$ cat src/sv/sik_sqrt.sv
`timescale 1ns / 1ps
// Bit-serial integer square root: two radicand bits per cycle.
module sik_sqrt (
  input  logic        clk,
  input  logic        rst_n,
  input  logic        start,
  input  logic [41:0] radicand,
  output logic        done,
  output logic [20:0] root
);
  logic [41:0] rad_r, rad_nxt;
  logic [22:0] rem_r, rem_nxt;
  logic [20:0] root_r, root_nxt;
  logic [4:0]  cnt_r, cnt_nxt;
  logic        busy_r, busy_nxt;
  logic [22:0] trial;
  logic [22:0] shifted;

  always_comb begin
    shifted  = {rem_r[20:0], rad_r[41:40]};
    trial    = {root_r, 2'b01};
    rad_nxt  = rad_r;
    rem_nxt  = rem_r;
    root_nxt = root_r;
    cnt_nxt  = cnt_r;
    busy_nxt = busy_r;
    done     = 1'b0;
    if (start) begin
      rad_nxt = radicand; rem_nxt = '0; root_nxt = '0;
      cnt_nxt = 5'd21; busy_nxt = 1'b1;
    end else if (busy_r) begin
      rad_nxt = {rad_r[39:0], 2'b00};
      if (shifted >= trial) begin
        rem_nxt  = shifted - trial;
        root_nxt = {root_r[19:0], 1'b1};
      end else begin
        rem_nxt  = shifted;
        root_nxt = {root_r[19:0], 1'b0};
      end
      cnt_nxt = cnt_r - 5'd1;
      if (cnt_r == 5'd1) begin
        busy_nxt = 1'b0;
        done     = 1'b1;
      end
    end
  end

  always_ff @(posedge clk) begin
    rad_r <= rad_nxt; rem_r <= rem_nxt; root_r <= root_nxt;
    if (!rst_n) begin
      busy_r <= 1'b0; cnt_r <= '0;
    end else begin
      busy_r <= busy_nxt; cnt_r <= cnt_nxt;
    end
  end

  assign root = root_nxt;
endmodule

$ cat config.mk
export PLATFORM = sky130hd
export DESIGN_NAME = sik_sqrt
export DESIGN_NICKNAME = d
export VERILOG_FILES = /design/src/sv/sik_sqrt.sv
export SDC_FILE = /design/constraint.sdc
export NUM_CORES = 1
export LEC_CHECK = 0
export BUFFER_PORTS_ARGS = -buffer_cell sky130_fd_sc_hd__buf_2
export CORE_MARGIN = 5
export CORE_UTILIZATION = 62
export CTS_CLUSTER_DIAMETER = 150
export DETAILED_ROUTE_END_ITERATION = 8
export GPL_TIMING_DRIVEN = 0
export PLACE_DENSITY = 0.85
export SYNTH_ARGS = -nofsm -noshare
export SYNTH_HDL_FRONTEND = slang
export SYNTH_SLANG_ARGS = --single-unit
$ cat constraint.sdc
create_clock -name clk -period 6.3 [get_ports clk]
set_input_delay 0.63 -clock clk [delete_from_list [all_inputs] [get_ports clk]]
set_output_delay 0.63 -clock clk [all_outputs]
set_load 0.02 [all_outputs]
; Word-level counts from Yosys, hierarchy flattened
; Cells that the tools add are included.
[word_totals]
regBits = 90
inputBits = 45
output_inout_bits = 22
word_cells = 27
[op_classes]
addsub = 2
n_lt_le_gt_ge = 1
eq_ne = 1
muxes = 14
bitwise = 1
reduce_logical = 2
[op_table]
columns = cell, n
row1 = $mux 42, 2
row2 = $mux 21, 3
row3 = $ge 23x23->1, 1
row4 = $sub 21x21->21, 1
row5 = $mux 5, 2
row6 = $mux 1, 7
row7 = $eq 5x1->1 const B, 1
row8 = $sub 5x1->5 const B, 1
row9 = $reduce_bool 2->1, 1
row10 = $reduce_or 2->1, 1
row11 = $not 1->1, 1

; Depth between registers and ports, before layout
[logic_depth]
word_depth = 4
depth_mapped = 11
depth_no_buf = 9

; Least setup slack after synthesis
; OpenSTA, ideal clock, no wires.
[synth_timing]
path_kind = register -> output
from = register root_r[5]
to = output root[0]
t_arrival_ns = 2.299
t_required_ns = 5.670
path_slack_ns = 3.371
stages_incl_launch_ff = 11
n_path_buf = 2
cell_sequence = dfxtp_1 > inv_1 > ha_1 > buf_2 > nand4_1 > a211oi_2 > nor3_4 > o22ai_1 > a21oi_2 > clkbuf_1 > a211oi_1
[synth_via]
elab_chain_cells = 4
[synth_lines]
columns = item, line
row1 = from (decl), 13  ; logic [20:0] root_r, root_nxt;
row2 = from (signal assigned), 49  ; rad_r <= rad_nxt; rem_r <= rem_nxt; root_r <= root_nxt;
row3 = $ge 23x23->1, 33  ; if (shifted >= trial) begin
row4 = $mux 1, 33
row5 = $mux 21, 31  ; end else if (busy_r) begin
row6 = $mux 21, 28  ; if (start) begin
row7 = to (decl), 9  ; output logic [20:0] root
; Every way passes these cells.

; Final worst setup path
[layout_timing]
from = register root_r[7]
to = output root[0]
; Same word-level chain as after synthesis.

==> results.txt <==
The flow ran to the end, and the final reports show no timing, DRC or antenna violations. After synthesis the netlist holds a flip-flop and latch count of 90. The data required time at the worst endpoint came out at 5.67 ns.

The routed via count divided by cell count came out at 5.961. For this design the static power due to leakage is 2.339 nW. The cell area after technology mapping is 4994 um^2. Setup violations remaining at the end of the flow were counted as 0. The synthesized design contains 42 enable-type register cells. The storage element area is 2222 um^2. TritonCTS built the clock tree.

The final weighted congestion of routability-driven global placement came out at 0.8899. The number of levels the H-tree was split into is 3. The initialized floorplan defines 32 standard-cell rows. The sequential share of power came out at 31.7%. The power dissipated by switching net loads came out at 0.9773 mW. Across the run, the number of max-cap violations was 0.

The clock network burns 17.2% of the power. The number of buffers added to fix hold violations after cts is 0. The die covers 9949 um^2. STA classifies the critical path startpoint as a flip-flop.

The largest net degree at the start of global routing is 43. Setup repair after global routing left no endpoint under its margin. The number of buffers inserted during clock tree synthesis came out at 9. The final sum of negative setup slack came out at 0 ns. The number of instances on the worst hold path is 2.

The worst register-to-register path ends at rem_r[9]$_SDFFE_PP0P_. The number of distinct library cells after synthesis came out at 58. In this run the worst path has a maximum fanout of 10.

The worst hold path terminates at rem_r[20]$_SDFFE_PP0P_. The final hold violation count is 0. Combinational cells account for 51.1% of the total power. The setup slack of the most critical reg-to-reg path is 3.44 ns. For this run, design rule violations remaining after detail routing come to 0. The overall die width is 99.75 um. During I/O placement, the number of pins put on the boundary was 67. The number of resized instances in the post-cts repair step is 0. The highest clock frequency the design can meet is 260.2 MHz.

The share of the clock period used by the worst path after layout is 61.01%. The worst setup path is captured at an output port. The HPWL reported at the end of detailed placement is 8.493 mm. Counting flops with an async set or reset pin after synthesis yields a share of 0%. The global-route wire length before repair is 18.63 mm. The number of nets handed over by synthesis was 549.

The detail route stage leaves a number of antenna-violating nets equal to 0. Compared with the post-synthesis result, the final layout area differs by 13.13%. The source-to-sink clock delay at the later pin of the worst-skew pair is 0.38 ns. After synthesis, the mean cell area works out to 10.42 um^2. Across the VDD grid, the largest voltage drop is 0.1848 mV. The share of post-route cells with drive strength above 1 came out at 25.00%.

In this run the worst hold path is classified as flip-flop to flip-flop. The actual slew at the worst max-slew pin came out at 0.8508 ns. For the worst setup path, the data arrival time is 3.21 ns.

The number of standard cells in the final layout excluding fillers is 662. Wires add up to 11.48 mm. The number of antenna violations at the first check in global routing was 0. The pre-CTS setup slack came out at 2.898 ns. Dividing the detail-routed wire length by the instance count gives 17.34 um. The minimum clock period is 3.844 ns.

The cell at the root of the clock tree is clkbuf_8. The leading register cell type out of synthesis is dfxtp_1. After synthesis, flip-flops and latches occupy 44.50% of the total area. The post-CTS setup buffer count is 0. Summing all multi-input logic gate instances after layout gives 2542 um^2. By startpoint and endpoint, the worst setup path is classified as flip-flop to output port. The number of buffers on the longest clock path is 2.

The starting density of the core is 64.29%. Net switching is 41.75% of the power. The tree built by TritonCTS fans out to 90 sinks. Before antenna repair, the detailed router went through 5 iterations. For this block, the via count after detailed routing is 3946. The number of cells traversed by the worst register-to-register path came out at 10.

The total core area is 7767 um^2. The number of antenna diodes in the final layout is 0. The via count of the first global-routing pass came to 3898. Counting tap cells, the placed design contains a total of 646 instances. Internal power comes to 1.364 mW. The overall track demand over capacity in global routing came out at 23.45%. For this run, the number of Yosys warnings is 0. The vertical die dimension is 99.75 um.

The power per cell area is 414.4 nW/um^2. For the final database, setup skew stands at 0.01093 ns. Global routing finished with a remaining overflow of 0. The final number of max-transition violations came out at 0. The worst hold path begins at rem_r[20]$_SDFFE_PP0P_. The number of violations reported at the end of detailed-routing iteration 0 is 270. In this run the tightest slew margin relative to its limit is 43.20%. The startpoint identified for the worst register-to-register timing path is root_r[7]$_DFF_P_. The number of nets in the layout came out at 625. The quantity of I/O buffers inserted on ports came out at 65.

The least setup slack across all paths after layout is 2.456 ns. The post-CTS clock slew at the launch and capture registers of the worst setup and hold paths came out at 0.10 ns. The cell count after synthesis came out at 479. The number of filler instances in the final layout came out at 577.
## per-stage QoR
step           total power, mW  instance area (um^2)  hold WS [ns]  util, %
2_1_floorplan            1.674                  4994        0.4391        -
3_3_place_gp             1.885                  5446        0.4617    70.12
3_5_place_dp             1.920                  5446        0.4797    70.12
4_1_cts                  2.320                  5649        0.5008    72.73
5_1_grt                  2.484                  5649        0.5160    72.73
6_report                 2.341                  5649        0.5024    72.73
## logic make-up (layout without fill, tap and decap cells)
family / after synthesis / after routing / share of synthesized area, %
AO/OA/AOI/OAI: 101 / 101 / 14.71
multiplexers: 70 / 70 / 15.03
AND/OR/NAND/NOR: 118 / 118 / 11.93
XOR/XNOR: 17 / 17 / 2.982
buffers and inverters: 58 / 139 / 4.585
adder cells (fa/ha/maj): 25 / 25 / 6.264
flip-flops: 90 / 90 / 44.50
## synth_stat cells, drive strengths merged, types with 8 or more instances
master | count | area (um^2)
a21oi | 18 | 93.84
mux2 | 40 | 450.4
dfxtp | 48 | 960.9
o21ai | 17 | 85.08
ha | 25 | 312.8
nor3 | 8 | 56.31
nand3 | 11 | 67.57
a21o | 10 | 75.07
edfxtp | 42 | 1261
mux2i | 30 | 300.3
a211oi | 11 | 87.58
clkbuf | 18 | 67.56
nand2 | 18 | 67.56
nor2 | 47 | 176.4
inv | 33 | 123.9
xnor2 | 12 | 105.1
## worst max-delay path, stage by stage (launching register included)
cell      delay (ns)
dfxtp_1         0.38
inv_1           0.06
ha_1            0.37
a21o_1          0.22
a21o_1          0.23
nor3_4          0.29
o22ai_1         0.16
a21oi_2         0.34
clkbuf_1        0.41
a211oi_1        0.18
buf_2           0.21
## state kept, by name (all words and copies together), names as in the netlist
signal and cells:
cnt_r 5, rad_r 42, rem_r 21, busy_r 1
root_r 21
## power groups by stage
stage	Sequential [mW]	Clock, mW	Combinational, mW
finish	0.742	0.403	1.20
global route	0.748	0.432	1.30
CTS	0.740	0.407	1.17
detailed placement	0.753	0	1.17
global placement	0.751	0	1.13
floorplan	0.735	0	0.939
## layout by cell type (no fill, tap or decap), types with 9 or more instances in the layout
master / instances
o21ai_0: 16
a21o_1: 10
xnor2_1: 12
nor2_1: 47
buf_2: 71
edfxtp_1: 42
ha_1: 25
inv_1: 32
a211oi_1: 10
clkbuf_1: 18
nand3_1: 10
clkbuf_8: 9
nand2_1: 18
a21oi_1: 17
mux2i_1: 30
mux2_2: 40
dfxtp_1: 48
## routing by layer
layer	up-vias	part of all wire, %	global-route usage (%)	routed length, um
li1	1907	-	-	-
met1	1883	42	29.71	4872
met2	133	49	38.94	5675
met3	23	6.1	4.769	697
met4	0	2.0	9.769	234
met5	-	0	0	0
## how the worst max path moves through the flow
stage	startpoint	end	slack [ns]	cells past startpoint
after global placement	root_r[7]$_DFF_P_	root[0]	2.91	10
after global routing	root_r[12]$_DFF_P_	root[0]	2.21	10
final	root_r[7]$_DFF_P_	root[0]	2.46	10
after detailed placement	root_r[7]$_DFF_P_	root[0]	2.90	10
after floorplan	root_r[5]$_DFF_P_	root[0]	3.37	10
after CTS	root_r[7]$_DFF_P_	root[0]	2.47	10
## area by class of cell
type	instances	share of cell area (%)
repair buffers	65	5.759
inverters	33	2.193
plain buffers	25	1.860
flip-flops and latches	90	39.34
clock inverters	7	1.395
multi-input cells	331	45.01
well taps	102	2.259
clock buffers	9	2.193
No activity file was read; power rests on OpenSTA's default activity.
